`src/sv/cnms_pkg.sv`:
```
// ----------------------------------------------------------------------------
// cnms_pkg
// types and constants of the canny non-maximum suppression block
// ----------------------------------------------------------------------------
`timescale 1ns / 1ps
`default_nettype none

package cnms_pkg;

    localparam int MAG_W        = 8;
    localparam int DIR_W        = 2;
    localparam int COL_W        = 11;
    localparam int ROW_W        = 12;
    localparam int FW_CFG_W     = 12;
    localparam int FH_CFG_W     = 13;
    localparam int CFG_DATA_W   = 13;
    localparam int CFG_IDX_W    = 1;

    localparam int FRAME_WIDTH_RST  = 640;
    localparam int FRAME_HEIGHT_RST = 480;

    localparam int FIFO_DEPTH   = 4;
    localparam int FIFO_PTR_W   = $clog2(FIFO_DEPTH);
    localparam int FIFO_CNT_W   = $clog2(FIFO_DEPTH + 1);

    localparam logic [CFG_IDX_W-1:0] CFG_FRAME_WIDTH  = 1'b0;
    localparam logic [CFG_IDX_W-1:0] CFG_FRAME_HEIGHT = 1'b1;

    typedef enum logic [DIR_W-1:0] {
        DIR_0   = 2'd0,
        DIR_45  = 2'd1,
        DIR_90  = 2'd2,
        DIR_135 = 2'd3
    } t_dir;

    typedef struct packed {
        logic [COL_W-1:0] column;
        logic [ROW_W-1:0] row;
        logic             frame_end;
    } t_tag;

    typedef struct packed {
        logic [MAG_W-1:0] kept_value;
        t_tag             tag;
    } t_result;

endpackage

`default_nettype wire

```
`src/sv/cnms_out_fifo.sv`:
```
// ----------------------------------------------------------------------------
// cnms_out_fifo
// small result queue that decouples the pipeline from output stall
// ----------------------------------------------------------------------------
`timescale 1ns / 1ps
`default_nettype none

module cnms_out_fifo (
    input  wire logic                            i_clk,
    input  wire logic                            i_rst_n,
    input  wire logic                            i_push,
    input  wire cnms_pkg::t_result               i_data,
    input  wire logic                            i_pop,
    output logic                                 o_valid,
    output cnms_pkg::t_result                    o_data,
    output logic [cnms_pkg::FIFO_CNT_W-1:0]      o_count
);
    import cnms_pkg::*;

    t_result               r_mem [FIFO_DEPTH];
    logic [FIFO_PTR_W-1:0] r_wr_ptr;
    logic [FIFO_PTR_W-1:0] r_rd_ptr;
    logic [FIFO_CNT_W-1:0] r_count;
    logic [FIFO_CNT_W-1:0] n_count;
    logic                  w_pop;

    assign w_pop = i_pop && (r_count != '0);

    always_comb begin
        n_count = r_count;
        if (i_push && !w_pop) begin
            n_count = r_count + 1'b1;
        end else if (!i_push && w_pop) begin
            n_count = r_count - 1'b1;
        end
    end

    always_ff @(posedge i_clk) begin
        if (!i_rst_n) begin
            r_wr_ptr <= '0;
            r_rd_ptr <= '0;
            r_count  <= '0;
        end else begin
            if (i_push) begin
                r_wr_ptr <= r_wr_ptr + 1'b1;
            end
            if (w_pop) begin
                r_rd_ptr <= r_rd_ptr + 1'b1;
            end
            r_count <= n_count;
        end
    end

    always_ff @(posedge i_clk) begin
        if (i_push) begin
            r_mem[r_wr_ptr] <= i_data;
        end
    end

    assign o_valid = (r_count != '0);
    assign o_data  = r_mem[r_rd_ptr];
    assign o_count = r_count;

endmodule

`default_nettype wire

```
`config.mk`:
```
export PLATFORM = sky130hd
export DESIGN_NAME = cnms_out_fifo
export DESIGN_NICKNAME = d
export VERILOG_FILES = /design/src/sv/cnms_pkg.sv /design/src/sv/cnms_out_fifo.sv
export SDC_FILE = /design/constraint.sdc
export NUM_CORES = 1
export LEC_CHECK = 0
export BUFFER_PORTS_ARGS = -buffer_cell sky130_fd_sc_hd__clkbuf_2
export CAP_MARGIN = 30
export CORE_UTILIZATION = 59
export CTS_BUF_LIST = sky130_fd_sc_hd__clkbuf_4
export DETAILED_ROUTE_END_ITERATION = 12
export HOLD_SLACK_MARGIN = 0.02
export PLACE_DENSITY = 0.83
export SKIP_LAST_GASP = 1
export SYNTH_ARGS = -nofsm -noshare
export SYNTH_HDL_FRONTEND = slang
export SYNTH_SLANG_ARGS = --single-unit
```
`constraint.sdc`:
```
create_clock -name i_clk -period 2.24 [get_ports i_clk]
set_input_delay 0.336 -clock i_clk [delete_from_list [all_inputs] [get_ports i_clk]]
set_output_delay 0.336 -clock i_clk [all_outputs]
set_load 0.01 [all_outputs]
```
==> flow_summary.yaml <==
status:
  status: "finished clean"
floorplan:
  die_w_um: 95.23
  dieArea_um2: 9068
  die_y_um: 95.23
  start_util_pct: 61.78
  core_um2: 8299
  num_rows: 33
  io_pins: 72
min_path:
  min-delay-path-class: "in -> reg"
setup_path:
  crit_fanout: 6
  cp-end-kind: "register"
  path_cells: "o31ai_4 -> ha_1 -> inv_1 -> fa_1 -> xor2_1 -> or3_1 -> a21boi_0"
  critPathMaxStageDelay_ps: 420
  critPathSlowestCell: "dfxtp_1"
  path_class: "reg -> reg"
  setup.worst_path.start_class: "register"
  cp.arrival_ps: 2600
  critical_path_required_ps: 2650
  critPathTopFamily: "adder cells"
  worst-path-buf-inv: 1
global_route:
  track_usage_pct: 21.87
  grt_max_degree: 22
  use_met2_pct: 37.32
  grt_overflow: 0
  antenna_found_initial: 0
  busiest_layer: "met2"
  first_global_vias: 2682
  grtUsageMet3_pct: 6.220
  grt_pass1_wl_um: 13460
  grt_util_met1_pct: 25.42
pwr:
  netSwitchingPower_mw: 1.696
  p_int_mw: 4.614
  sw_frac_of_total_pct: 26.87
  finalPower_mw: 6.309
  pwr-share-clk_pct: 26.6
  pwr_density_cell_nw_per_um2: 994.4
  p_leak_nw: 2.219
  p_comb_share_pct: 24.4
  ir_drop_v: 0.0006439
  seq_power_share_pct: 49.1
cts:
  htree_levels: 4
  cts_tree: "yes"
  cts_buffers: 17
  cts_root_buffer: "clkbuf_4"
  worstSkewPairLatency_ps: 510
  clockBufferDepth: 2
  clkTransAtPathRegs_ps: 110
  numClockSinks: 137
synthesis:
  synth_fp_nets: 251
  yosysWarnings: 0
  synth-seq-cells: 137
  syn_area_um2: 5127
  syn_area_per_cell_um2: 24.53
  synth_cell_type_count: 20
  ys_seq_area_share_pct: 78.48
  postSynthCellCount: 209
timing:
  rsz0062_at_grt: "true"
  fmax_mhz: 457.6
  worst_pin_slew_ps: 460.8
  finalCriticalPeriod_ps: 2185
  drv_slew: 0
  setup_viol: 0
  finalCritPeriodShare_pct: 97.56
  finClkSkew_ps: 12.58
  final_hold_viol_count: 0
  max_slew_margin_pct: 69.28
layout:
  fillCellCount: 470
  drive_above_1_share_pct: 44.00
  area_delta_synth_final_pct: 23.74
  antenna_cells: 0
  nets: 379
  fin_cells: 455
routing:
  drt-total-wl_um: 8824
  num_vias: 2510
  vias_per_cell: 5.516
  drcViolationCount: 0
  dr.pass1.iters: 4
  wire_per_inst_um: 19.39
  drt_iter0_markers: 146
  postRouteAntennaNets: 0
placed_design:
  dp_hpwl_um: 5389
  port_buffers: 71
  gp_congestion: 0.7316
  dp_cells: 388
run:
  maxCapViolCount: 0
==> routing by layer <==
layer / vias up / routed length, um
met5: - / 0
met4: 0 / 179
met3: 17 / 392
met2: 76 / 4782
met1: 1278 / 3469
li1: 1139 / -
==> sequential cells by signal, indices dropped and copies added (netlist names), named ones only <==
| signal | count |
|---|---|
| r_mem | 128 |
| o_count | 3 |
| r_rd_ptr | 2 |
| r_wr_ptr | 2 |
==> area by class of cell <==
class | count | area [um2] | area share [%]
flip-flops and latches | 137 | 4033 | 63.56
inverters | 3 | 11.26 | 0.1775
multi-input cells | 62 | 1011 | 15.93
clock inverters | 14 | 175.2 | 2.761
clock buffers | 18 | 135.1 | 2.130
repair buffers | 116 | 848.3 | 13.37
well taps | 105 | 131.4 | 2.071
==> per-stage QoR <==
stage                     TNS (ps)  util (%)  instance area (um2)  hold WS, ps  worst slack, ps
after floorplan                  0         -                 5127        434.9            269.5
final                            0     76.45                 6345        145.1            54.60
after global placement           0     68.51                 5685        549.1            257.4
after global routing        -33.46     76.45                 6345        109.1           -33.46
after detailed placement         0     68.51                 5685        556.0            103.2
after CTS                        0     76.41                 6341        94.60            48.70
==> final timing paths <==
path	from	to	slack [ps]	cells after the start
hold reg to reg	r_wr_ptr[1]	r_wr_ptr[1]	590	2
setup / recovery	o_count[0]	o_count[2]	50	7
hold / removal	i_rst_n	r_wr_ptr[0]	150	2
setup reg to reg	o_count[0]	o_count[2]	50	7
==> cell usage in the layout (no fill, tap or decap), types with 3 or more instances in the layout <==
cell             n
dlygate4sd3_1   32
dfxtp_1          6
and2_2           4
ha_1             5
clkinvlp_4       5
bufinv_16        3
xnor2_1          3
and2_1           5
mux4_2          30
buf_12           6
clkbuf_4        18
inv_1            3
clkinv_4         4
buf_4            7
clkbuf_2        71
edfxtp_1       128
==> cells in the mapped netlist (all sizes together) <==
library cell / count / area share [%]
xor2: 2 / 0.34
xnor2: 3 / 0.51
and2: 9 / 1.1
ha: 5 / 1.2
a21boi: 1 / 0.15
dfxtp: 9 / 3.5
o21ai: 1 / 0.098
nor2b: 2 / 0.24
or3: 2 / 0.24
edfxtp: 128 / 75
buf: 7 / 1.7
o311ai: 1 / 0.32
mux2i: 2 / 0.39
fa: 1 / 0.39
mux4: 32 / 14
o31ai: 1 / 0.41
inv: 3 / 0.22
==> kinds of logic after synthesis <==
kind of cell	count (synthesis)	share of synthesized area (%)
and+or+nand+nor	13	1.586
buffers and inverters	10	1.903
xor gates and xnor gates	5	0.8542
adders and majority gates	6	1.611
muxes	34	14.59
AOI/OAI and AO/OA	4	0.9761
DFF	137	78.48
==> power groups by stage <==
stage                     Sequential [mW]  Clock, mW  Combinational [mW]
after floorplan                      3.10          0                1.06
after global placement               3.15          0                1.42
after detailed placement             3.16          0                1.46
after CTS                            3.09       1.71                1.56
after global routing                 3.11       1.83                1.65
final                                3.10       1.68                1.54
==> timing repair <==
| action | CTS | global route |
|---|---|---|
| gates cloned | 0 | 0 |
| hold buffers | 32 | 0 |
| resized for setup | 1 | 2 |
| endpoints found under the hold margin | 125 | 0 |
| setup endpoints to repair | 27 | 4 |
| setup buffers | 3 | 0 |
| pin swaps | 0 | 0 |
Note: power is estimated with default switching activity, not from simulation.
