**config.mk**
```make
export PLATFORM = sky130hd
export DESIGN_NAME = cnms_window
export DESIGN_NICKNAME = d
export VERILOG_FILES = /design/src/sv/cnms_pkg.sv /design/src/sv/cnms_window.sv
export SDC_FILE = /design/constraint.sdc
export NUM_CORES = 1
export LEC_CHECK = 0
export BUFFER_PORTS_ARGS = -buffer_cell sky130_fd_sc_hd__buf_4
export CAP_MARGIN = 20
export CORE_ASPECT_RATIO = 1.75
export CORE_MARGIN = 1
export CORE_UTILIZATION = 45
export DETAILED_ROUTE_END_ITERATION = 12
export GPL_TIMING_DRIVEN = 0
export HOLD_SLACK_MARGIN = 0.03
export PLACE_DENSITY = 0.65
export SYNTH_ARGS = -nofsm -noshare
export SYNTH_HDL_FRONTEND = slang
export SYNTH_SLANG_ARGS = --single-unit
```
**constraint.sdc**
```tcl
create_clock -name i_clk -period 3.4 [get_ports i_clk]
set_clock_uncertainty 0.15 [all_clocks]
set_input_delay 0.34 -clock i_clk [delete_from_list [all_inputs] [get_ports i_clk]]
set_output_delay 0.34 -clock i_clk [all_outputs]
set_load 0.02 [all_outputs]
```
**src/sv/cnms_pkg.sv**
```systemverilog
// ----------------------------------------------------------------------------
// cnms_pkg
// types and constants of the canny non-maximum suppression block
// ----------------------------------------------------------------------------
`timescale 1ns / 1ps
`default_nettype none

package cnms_pkg;

    localparam int MAG_W        = 8;
    localparam int DIR_W        = 2;
    localparam int COL_W        = 11;
    localparam int ROW_W        = 12;
    localparam int FW_CFG_W     = 12;
    localparam int FH_CFG_W     = 13;
    localparam int CFG_DATA_W   = 13;
    localparam int CFG_IDX_W    = 1;

    localparam int FRAME_WIDTH_RST  = 640;
    localparam int FRAME_HEIGHT_RST = 480;

    localparam int FIFO_DEPTH   = 4;
    localparam int FIFO_PTR_W   = $clog2(FIFO_DEPTH);
    localparam int FIFO_CNT_W   = $clog2(FIFO_DEPTH + 1);

    localparam logic [CFG_IDX_W-1:0] CFG_FRAME_WIDTH  = 1'b0;
    localparam logic [CFG_IDX_W-1:0] CFG_FRAME_HEIGHT = 1'b1;

    typedef enum logic [DIR_W-1:0] {
        DIR_0   = 2'd0,
        DIR_45  = 2'd1,
        DIR_90  = 2'd2,
        DIR_135 = 2'd3
    } t_dir;

    typedef struct packed {
        logic [COL_W-1:0] column;
        logic [ROW_W-1:0] row;
        logic             frame_end;
    } t_tag;

    typedef struct packed {
        logic [MAG_W-1:0] kept_value;
        t_tag             tag;
    } t_result;

endpackage

`default_nettype wire

```
**src/sv/cnms_window.sv**
```systemverilog
// ----------------------------------------------------------------------------
// cnms_window
// 3x3 magnitude window, center direction and the suppression compare
// ----------------------------------------------------------------------------
`timescale 1ns / 1ps
`default_nettype none

module cnms_window (
    input  wire logic                       i_clk,
    input  wire logic                       i_rst_n,
    input  wire logic                       i_shift,
    input  wire logic [cnms_pkg::MAG_W-1:0] i_top,
    input  wire logic [cnms_pkg::MAG_W-1:0] i_mid,
    input  wire logic [cnms_pkg::MAG_W-1:0] i_mag,
    input  wire logic [cnms_pkg::DIR_W-1:0] i_dir,
    output logic      [cnms_pkg::MAG_W-1:0] o_kept_value
);
    import cnms_pkg::*;

    logic [MAG_W-1:0] r_win [9];
    logic [MAG_W-1:0] n_win [9];
    t_dir             r_cdir [2];
    t_dir             n_cdir [2];
    logic [MAG_W-1:0] w_a;
    logic [MAG_W-1:0] w_b;
    logic [MAG_W-1:0] w_cur;

    always_comb begin
        for (int k = 0; k < 9; k++) begin
            n_win[k] = r_win[k];
        end
        n_cdir[0] = r_cdir[0];
        n_cdir[1] = r_cdir[1];
        if (i_shift) begin
            for (int k = 0; k < 3; k++) begin
                n_win[k*3]     = r_win[k*3 + 1];
                n_win[k*3 + 1] = r_win[k*3 + 2];
            end
            n_win[2]  = i_top;
            n_win[5]  = i_mid;
            n_win[8]  = i_mag;
            n_cdir[0] = r_cdir[1];
            n_cdir[1] = t_dir'(i_dir);
        end
    end

    always_ff @(posedge i_clk) begin
        if (!i_rst_n) begin
            for (int k = 0; k < 9; k++) begin
                r_win[k] <= '0;
            end
            r_cdir[0] <= DIR_0;
            r_cdir[1] <= DIR_0;
        end else begin
            for (int k = 0; k < 9; k++) begin
                r_win[k] <= n_win[k];
            end
            r_cdir[0] <= n_cdir[0];
            r_cdir[1] <= n_cdir[1];
        end
    end

    // neighbors along the gradient direction
    always_comb begin
        case (r_cdir[0])
            DIR_0: begin
                w_a = r_win[3];
                w_b = r_win[5];
            end
            DIR_45: begin
                w_a = r_win[2];
                w_b = r_win[6];
            end
            DIR_90: begin
                w_a = r_win[1];
                w_b = r_win[7];
            end
            DIR_135: begin
                w_a = r_win[0];
                w_b = r_win[8];
            end
            default: begin
                w_a = r_win[3];
                w_b = r_win[5];
            end
        endcase
    end

    assign w_cur        = r_win[4];
    assign o_kept_value = (w_cur >= w_a && w_cur >= w_b) ? w_cur : '0;

endmodule

`default_nettype wire

```
==> flow_summary_export.csv, run 1 <==
group,metric,value,unit
run_status,status,"finished with violations",
run_status,violations,"DRC",
worst_setup_path,crit_type,"flop to output port",
drt,wirelength,7.51,mm
power_and_ir_drop,ir_drop,0.281,mV
hold_path,hold_class,"input port to flop",
synth,synthDominantCellAreaShare,41.0,%
layout,final_nets,413,
synth,syn_avg_cell_area,11.5,um^2
synth,yosys.area_share.simple,15.5,%
drt,wire_per_inst,16.2,um
timing,tightestPinTransition,0.444,ns
timing,period_needed,3.25,ns
synth,yosys-top-cells-area,"dfxtp_1 41%, mux2i_1 21%, nor2b_1 13%, mux4_2 9.7%, ha_1 5.4%",
synth,yosys.area_share.adder,5.40,%
timing,post-route-period-util,95.6,%
global_routing,grt_pass1_vias,2517,
drt,drc_errors,4,
timing,hold_viol,0,
global_routing,grt_antenna_before_repair,0,
synth,synth_edf_count,0,
drt,vias_per_cell,5.16,
placed_design,hpwl,5.65,mm
cts,cts_buffer_depth,2,
synth,synth_common_cells,"77 x nor2b_1, 76 x dfxtp_1, 76 x mux2i_1, 16 x ha_1, 16 x mux4_2",
synth,ys_seq_area_share,41.0,%
floorplanning,dieArea,8620,um^2
layout,fin_util,55.2,%
timing,setup_viol,0,
timing,final-max-slew-violation-count,0,
synth,synthArstFlopShare,0,%
floorplanning,start_util,46.6,%
worst_setup_path,startpoint,"r_cdir[0][0]",
synth,synthMuxAreaShare,30.2,%
synth,syn_inst,322,
hold_path,hp-start,"i_top[0]",
cts,numCtsBuffers,9,
layout,drive_above_1_share,22.3,%
synth,synthXorXnorAreaFrac,0,%
worst_setup_path,end_kind,"output port",
worst_setup_path,cp_max_fo,10,
synth,synthFlopType,"dfxtp_1",
synth,synth_nets,367,
layout,antenna_cells,0,
synth,syn-cell-area,3710,um^2
floorplanning,io_pins,37,
timing,fin_tns_setup,0,ns
global_routing,grt_max_degree,12,
placed_design,portBuffers,34,
synth,synthDistinctLibCells,25,
cts,htreeDepth,3,
placed_design,finalWeightedCongestion,0.783,
cts,clockRootBuffer,"clkbuf_16",
drt,first_pass_iters,8,
drt,ant_nets,0,
cts,clk_latency,0.33,ns
worst_setup_path,crit_arrival,2.76,ns
drt,first_iter_violations,69,
layout,area_growth,18.5,%
cts,tritoncts,"yes",
timing,fmax,308,MHz
drt,vias,2391,
floorplanning,die_w,70.6,um
global_routing,grt_use_total,19.7,%
worst_setup_path,reg2reg_from,"r_cdir[0][0]",
hold_path,min_path_cells,3,
timing,slew-limit-headroom,70.4,%
global_routing,grt_first_pass_wirelength,12.7,mm
cts,cts_sinks,76,
synth,yosys.area.top_type,"dfxtp_1",
power_and_ir_drop,p_per_area,477,nW/um^2
synth,yosys.cell_count.top_type,"nor2b_1",
cts,ctsHoldBuffers,0,
worst_setup_path,required,2.91,ns
worst_setup_path,r2r_cells,4,
worst_setup_path,critPathLaunchType,"flop",
floorplanning,rows,43,
synth,yosysWarnings,0,
global_routing,grt_overflow_total,0,
floorplanning,core_region_area,7960,um^2
cts,path_clk_slew,0.05,ns
synth,synth-compound-area-share,3.14,%
synth,ys_ff_latch,76,
floorplanning,die_h,122,um
synth,synth_top_family_by_area,"multiplexers",
flow_run,drv_cap,0,
power_and_ir_drop,p_leak,0.00183,uW
timing,rsz0062_at_grt,"no",
[sequential cells by signal, summed over array words and instances (netlist names)]
name	cells
r_win	72
r_cdir	4
[final cells by class]
| cell class | count | area, um^2 |
|---|---|---|
| inverters | 15 | 56.3 |
| fillers | 711 | 3570 |
| well taps | 90 | 113 |
| multi-input cells | 210 | 2020 |
| clock buffers | 15 | 278 |
| flip-flops and latches | 76 | 1520 |
| clock inverters | 1 | 5.00 |
| plain buffers | 21 | 138 |
| repair buffers | 35 | 267 |
[kinds of logic after synthesis]
kind of cell    after synthesis
buf+inv                      36
mux                          92
compound gates               11
flops                        76
simple gates                 91
fa+ha+maj                    16
[through the flow]
step	cells	instance area [um^2]	hold slack (ns)	setup slack (ns)	total power [uW]
floorplan	322	3710	0.327	0.632	1140
global placement	446	4080	0.341	0.298	1210
detailed placement	446	4080	0.346	0.239	1220
CTS	463	4370	0.105	0.0233	2110
global route	463	4400	0.114	0.0195	2180
finish	463	4400	0.114	0.149	2100
[critical path, cell delays in order, from the launching register on]
cell,delay (ns)
dfxtp_1,0.32
buf_6,0.17
buf_12,0.17
mux4_2,0.50
ha_1,0.29
nor3b_2,0.20
o21ai_2,0.11
a221oi_4,0.28
buf_6,0.16
nor3b_1,0.06
buf_4,0.17
[layout by cell type, fill, tap and decap left out]
| master | instances |
|---|---|
| buf_2 | 4 |
| mux2i_1 | 76 |
| buf_6 | 3 |
| buf_4 | 39 |
| o21ai_0 | 1 |
| a211oi_4 | 1 |
| a21o_1 | 1 |
| buf_12 | 1 |
| clkbuf_4 | 1 |
| nor3b_2 | 1 |
| nor3_1 | 1 |
| clkbuf_16 | 9 |
| nor3b_1 | 7 |
| o211ai_1 | 1 |
| a211oi_1 | 1 |
| ha_1 | 16 |
| clkinv_2 | 1 |
| clkbuf_1 | 11 |
| nand2_1 | 1 |
| mux4_2 | 16 |
| a221oi_4 | 1 |
| o21ai_1 | 1 |
| a211oi_2 | 2 |
| o21ai_2 | 1 |
| nand4_1 | 1 |
| clkbuf_8 | 3 |
| nor2_1 | 3 |
| nor2b_1 | 77 |
| dfxtp_1 | 76 |
| inv_1 | 15 |
| o2111a_1 | 1 |
[worst paths after layout]
| check | end | slack (ns) |
|---|---|---|
| worst max-delay path | o_kept_value[5] | 0.15 |
| worst min-delay path | r_win[0][16] | 0.11 |
| worst max register to register | r_cdir[0][0] | 2.34 |
| worst min register to register | r_win[0][53] | 0.36 |
[what timing repair did]
item | 4_1_cts | 5_1_grt
pin swaps | 1 | 1
buffers inserted | 1 | 0
resized for setup | 1 | 6
endpoints found under the setup margin | 8 | 8
[layer usage]
| layer | wire [um] | GRT usage, % | vias to the layer above |
|---|---|---|---|
| met5 | 0 | 0 | - |
| li1 | - | - | 1212 |
| met4 | 235 | 10.4 | 0 |
| met2 | 3770 | 34.1 | 45 |
| met3 | 214 | 3.80 | 14 |
| met1 | 3290 | 23.0 | 1120 |
[where the power goes]
group | internal (uW) | switching, uW | leakage, uW | total (uW)
clock network | 553 | 335 | 0.000140 | 888
logic | 138 | 117 | 0.00107 | 254
registers | 925 | 28.4 | 0.000620 | 954
total | 1620 | 480 | 0.00183 | 2100
Note: power is estimated with default switching activity, not from simulation.
==> run 2, diff against run 1 <==
--- a/config.mk
+++ b/config.mk
@@ -7,7 +7,7 @@
 export LEC_CHECK = 0
 export BUFFER_PORTS_ARGS = -buffer_cell sky130_fd_sc_hd__buf_4
 export CAP_MARGIN = 20
-export CORE_ASPECT_RATIO = 1.75
+export CORE_ASPECT_RATIO = 1.25
 export CORE_MARGIN = 1
 export CORE_UTILIZATION = 45
 export DETAILED_ROUTE_END_ITERATION = 12
==> run 2 against run 1 <==
Compared with the run above:
- the run now ends clean
- total power decreased by 2.3%
- worst hold slack got worse by 0.018 ns
- utilization grew 0.61 points
- first-iteration DRC count decreased by 48%
- non-clock buffer count up 4
- largest cell class unchanged
- largest power group unchanged
- highest routed layer unchanged
==> flow_summary_export.csv, run 2 (same netlist as run 1, synthesis figures left out) <==
group,metric,value,unit
run_status,status,"completed",
timing,slew-limit-headroom,70.7,%
drt,met3WireLength,211,um
hold_path,hold_class,"input port to flop",
drt,ant_nets,0,
global_routing,grt_max_degree,15,
worst_setup_path,crit_path_cell_trace,"buf_8 -> buf_12 -> mux4_2 -> ha_1 -> nor3b_2 -> o21ai_2 -> a221oi_4 -> buf_6 -> nor3b_1 -> buf_4",
cts,path_clk_slew,0.08,ns
power_and_ir_drop,switchingPower,493,uW
timing,hold_viol,0,
worst_setup_path,required,2.91,ns
drt,vias,2398,
floorplanning,core_region_area,7880,um^2
power_and_ir_drop,p_leak,0.00183,uW
power_and_ir_drop,seqPwrFrac,46.5,%
layout,finalNonFillerCells,472,
cts,numCtsBuffers,9,
drt,vias_per_cell,5.08,
cts,ctsHoldBuffers,0,
layout,final_nets,417,
layout,area_growth,18.6,%
layout,final_common_cell,"nor2b_1",
layout,multi_input_area,2020,um^2
flow_run,drv_cap,0,
floorplanning,die_h,103,um
global_routing,grt_overflow_total,0,
global_routing,grt_use_total,18.7,%
timing,fmax,313,MHz
drt,first_iter_violations,36,
cts,tritoncts,"yes",
drt,wl_met1,3.75,mm
drt,first_pass_iters,4,
power_and_ir_drop,p_int,1550,uW
floorplanning,io_pins,37,
power_and_ir_drop,pwr-share-comb,12.5,%
layout,design_area,4400,um^2
timing,fin_tns_setup,0,ns
layout,regMostFlops,"r_win",
layout,top_regs,"r_win: 72 flops, r_cdir: 4 flops",
power_and_ir_drop,p_per_area,465,nW/um^2
power_and_ir_drop,p_clk_share,41.0,%
drt,wire_per_inst,15.6,um
timing,period_needed,3.20,ns
global_routing,grt_antenna_before_repair,0,
drt,met2WireLength,3.33,mm
timing,final-max-slew-violation-count,0,
worst_setup_path,critical-path-top-delay-family,"buffers and inverters",
global_routing,grt_first_pass_wirelength,12.2,mm
layout,largest_reg_flops,72,
global_routing,grt_pass1_vias,2325,
placed_design,hpwl,5.35,mm
cts,cts_buffer_depth,2,
drt,wirelength,7.37,mm
placed_design,placed_area,4080,um^2
floorplanning,start_util,47.0,%
worst_setup_path,critPathLaunchType,"flop",
worst_setup_path,cp_num_buf_inv,4,
placed_design,finalWeightedCongestion,0.764,
timing,rsz0062_at_grt,"no",
drt,top_layer,"met4",
timing,tightestPinTransition,0.440,ns
worst_setup_path,end_kind,"output port",
floorplanning,dieArea,8610,um^2
placed_design,place_inst,451,
timing,setup_viol,0,
layout,ff_latch_area,1520,um^2
worst_setup_path,crit_type,"flop to output port",
floorplanning,rows,36,
cts,clk_latency,0.34,ns
layout,drive_above_1_share,23.9,%
cts,clockRootBuffer,"clkbuf_8",
floorplanning,die_w,83.2,um
layout,fin_util,55.8,%
layout,antenna_cells,0,
worst_setup_path,crit_arrival,2.71,ns
layout,nFillCells,702,
power_and_ir_drop,switching_share,24.1,%
timing,timing.hold.ws,0.0955,ns
timing,post-route-period-util,94.1,%
drt,drc_errors,0,
cts,htreeDepth,3,
power_and_ir_drop,ir_drop,0.258,mV
cts,cts_sinks,76,
worst_setup_path,cp_max_fo,10,
placed_design,portBuffers,34,
worst_setup_path,crit_path_top_delay_cell,"mux4_2",
worst_setup_path,cpPeakStageDelay,0.49,ns
layout,layout_common_cells,"77 x nor2b_1, 76 x mux2i_1, 76 x dfxtp_1",
[run 2: worst paths after layout]
check / endpoint / slack (ns) / cells after the start / startpoint
worst min register to register: r_win[0][54] / 0.37 / 2 / r_win[0][54]
worst max-delay path: o_kept_value[4] / 0.20 / 10 / r_cdir[0][0]
worst min-delay path: r_win[0][64] / 0.1 / 3 / i_mag[0]
worst max register to register: r_cdir[0][0] / 2.36 / 4 / r_cdir[0][0]
[run 2: power by group through the flow]
stage / Sequential (uW) / Combinational (uW) / Clock [uW]
floorplan: 961 / 181 / 0
global placement: 973 / 237 / 0
detailed placement: 974 / 241 / 0
CTS: 953 / 251 / 860
global route: 958 / 281 / 906
finish: 953 / 255 / 839
[run 2: per-stage QoR]
| stage | setup WS [ns] | power, uW |
|---|---|---|
| after global routing | 0.00635 | 2140 |
| after detailed placement | 0.267 | 1220 |
| after floorplan | 0.632 | 1140 |
| after global placement | 0.305 | 1210 |
| after CTS | 0.0337 | 2060 |
| final | 0.200 | 2050 |
[run 2: tightest hold or removal path: stages]
cell and delay, ns:
buf_4 0.08, mux2i_1 0.05, nor2b_1 0.09
[run 2: metal layers]
metal,vias to the layer above,global-route usage (%)
li1,1216,-
met1,1137,25.7
met2,38,29.6
met3,7,3.89
met4,0,5.97
met5,-,0
[run 2: final cells by class]
class                   count  share of cell area (%)
inverters                  15                    1.28
well taps                  95                    2.70
clock inverters             7                    2.79
plain buffers              21                    3.21
flip-flops and latches     76                    34.6
multi-input cells         210                    45.9
repair buffers             39                    6.74
clock buffers               9                    2.82
[run 2: repair_timing]
action / 4_1_cts / 5_1_grt
pin swaps: 1 / 2
resized for setup: 2 / 6
buffers inserted: 1 / 4
endpoints found under the setup margin: 8 / 8
cloned: 0 / 0
==> run 3, diff against run 2 <==
==> constraint.sdc (replaced) <==
create_clock -name i_clk -period 3.1 [get_ports i_clk]
set_clock_uncertainty 0.15 [all_clocks]
set_input_delay 0.31 -clock i_clk [delete_from_list [all_inputs] [get_ports i_clk]]
set_output_delay 0.31 -clock i_clk [all_outputs]
set_load 0.02 [all_outputs]
==> run 3 against run 2 <==
Compared with the run above:
- first-iteration DRC count rose by 97%
- utilization is 1.9 points higher
- largest cell class unchanged
- cell count grew 1.5%
- count of clock-buffer cells in the layout unchanged
- highest routed layer unchanged
==> flow_summary_export.csv, run 3 (same netlist as run 1, synthesis figures left out) <==
group,metric,value,unit
floorplanning,start_util,47.0,%
floorplanning,core_region_area,7880,um^2
layout,fin_util,57.7,%
worst_setup_path,cpMostUsedCell,"buf_6",
cts,tritoncts,"yes",
timing,fmax,324,MHz
flow_run,drv_cap,0,
cts,ctsHoldBuffers,0,
worst_setup_path,required,2.64,ns
drt,first_iter_violations,71,
worst_setup_path,end_kind,"output port",
global_routing,grt_max_degree,15,
floorplanning,io_pins,37,
layout,antenna_cells,0,
timing,final-max-slew-violation-count,0,
cts,cts_buffer_depth,2,
floorplanning,die_h,103,um
timing,period_needed,3.08,ns
worst_setup_path,crit_path_top_delay_cell,"mux4_2",
drt,vias_per_cell,5.10,
layout,layout_common_cells,"77 x nor2b_1, 76 x mux2i_1, 75 x dfxtp_1",
timing,fin_tns_setup,0,ns
layout,design_area,4550,um^2
drt,wirelength,7.59,mm
worst_setup_path,crit_type,"flop to output port",
worst_setup_path,r2r_slack,1.94,ns
global_routing,grt_use_total,19.2,%
placed_design,finalWeightedCongestion,0.764,
cts,clk_latency,0.34,ns
layout,area_growth,22.7,%
global_routing,grt_antenna_before_repair,0,
global_routing,grt_first_pass_wirelength,12.6,mm
layout,final_nets,424,
timing,slew-limit-headroom,70.6,%
layout,final_common_cell,"nor2b_1",
cts,cts_sinks,76,
timing,rsz0062_at_grt,"yes",
drt,vias,2443,
worst_setup_path,cp_max_fo,8,
layout,nFillCells,687,
global_routing,grt_pass1_vias,2403,
worst_setup_path,cpPeakStageDelay,0.49,ns
cts,clockRootBuffer,"clkbuf_8",
power_and_ir_drop,ir_drop,0.283,mV
cts,numCtsBuffers,9,
hold_path,hold_class,"input port to flop",
placed_design,hpwl,5.35,mm
floorplanning,dieArea,8610,um^2
layout,regMostFlops,"r_win",
floorplanning,die_w,83.2,um
floorplanning,rows,36,
power_and_ir_drop,p_per_area,501,nW/um^2
cts,path_clk_slew,0.09,ns
cts,htreeDepth,3,
drt,first_pass_iters,4,
worst_setup_path,crit_arrival,2.62,ns
timing,post-route-period-util,99.5,%
layout,drive_above_1_share,28.4,%
timing,hold_viol,0,
power_and_ir_drop,p_total,2280,uW
timing,setup_viol,0,
global_routing,grt_overflow_total,0,
run_status,status,"completed",
placed_design,portBuffers,34,
worst_setup_path,crit_path_cell_trace,"buf_6 -> buf_12 -> mux4_2 -> inv_2 -> ha_4 -> o211ai_1 -> o21ai_2 -> a221oi_4 -> buf_6 -> nor3_2 -> buf_4",
drt,wire_per_inst,15.9,um
placed_design,placed_area,4080,um^2
power_and_ir_drop,p_leak,0.00187,uW
layout,top_regs,"r_win: 72 flops, r_cdir: 4 flops",
timing,tightestPinTransition,0.440,ns
drt,drc_errors,0,
drt,ant_nets,0,
layout,largest_reg_flops,72,
worst_setup_path,critPathLaunchType,"flop",
==> run 3: layer usage <==
layer	routed length (um)	up-vias	share of wire [%]	track usage, %
met4	78	0	1.0	5.97
met5	0	-	0	0
met1	3780	1166	50	26.2
li1	-	1229	-	-
met3	237	7	3.1	3.89
met2	3490	41	46	31.1
==> run 3: power by group <==
part | total [uW] | switching [uW] | internal, uW
logic | 311 | 138 | 173
registers | 1050 | 32.8 | 1010
clock network | 923 | 384 | 539
total | 2280 | 554 | 1720
==> run 3: layout make-up <==
| cell class | count | area (um^2) | share of cell area, % |
|---|---|---|---|
| multi-input combinational | 210 | 2090 | 45.9 |
| clock buffer | 9 | 124 | 2.72 |
| timing repair buffer | 46 | 378 | 8.31 |
| tap | 95 | 119 | 2.61 |
| inverter | 15 | 56.3 | 1.24 |
| sequential | 76 | 1520 | 33.5 |
| clock inverter | 7 | 123 | 2.70 |
| buffer | 21 | 138 | 3.03 |
==> run 3: what timing repair did <==
item                       in CTS  in global routing
pin swaps                       7                  0
hold endpoints to repair        0                  0
setup endpoints to repair       8                  8
resized for setup              19                  1
buffers inserted               11                  1
==> run 3: path summary, 6_finish.rpt <==
kind,from,endpoint,cells past startpoint
setup / recovery,r_cdir[0][0],o_kept_value[0],11
hold reg to reg,r_win[0][1],r_win[0][1],2
hold / removal,i_mag[0],r_win[0][64],3
setup reg to reg,r_cdir[0][0],r_cdir[0][0],5
==> run 3: worst max-delay path, delay by kind of cell (launching register included) <==
family	cells	cell delay (ns)
adders and majority gates	1	0.19
AOI/OAI and AO/OA	3	0.56
and+or+nand+nor	1	0.05
muxes	1	0.49
DFF	1	0.33
buffers and inverters	5	0.65
==> run 3: stage by stage <==
stage	hold WS, ns	setup WS (ns)	instances
3_5_place_dp	0.350	-0.00259	451
4_1_cts	0.0431	-0.00995	478
2_1_floorplan	0.327	0.362	322
5_1_grt	0.0522	-0.175	479
6_report	0.0648	0.0157	479
3_3_place_gp	0.342	0.0351	451
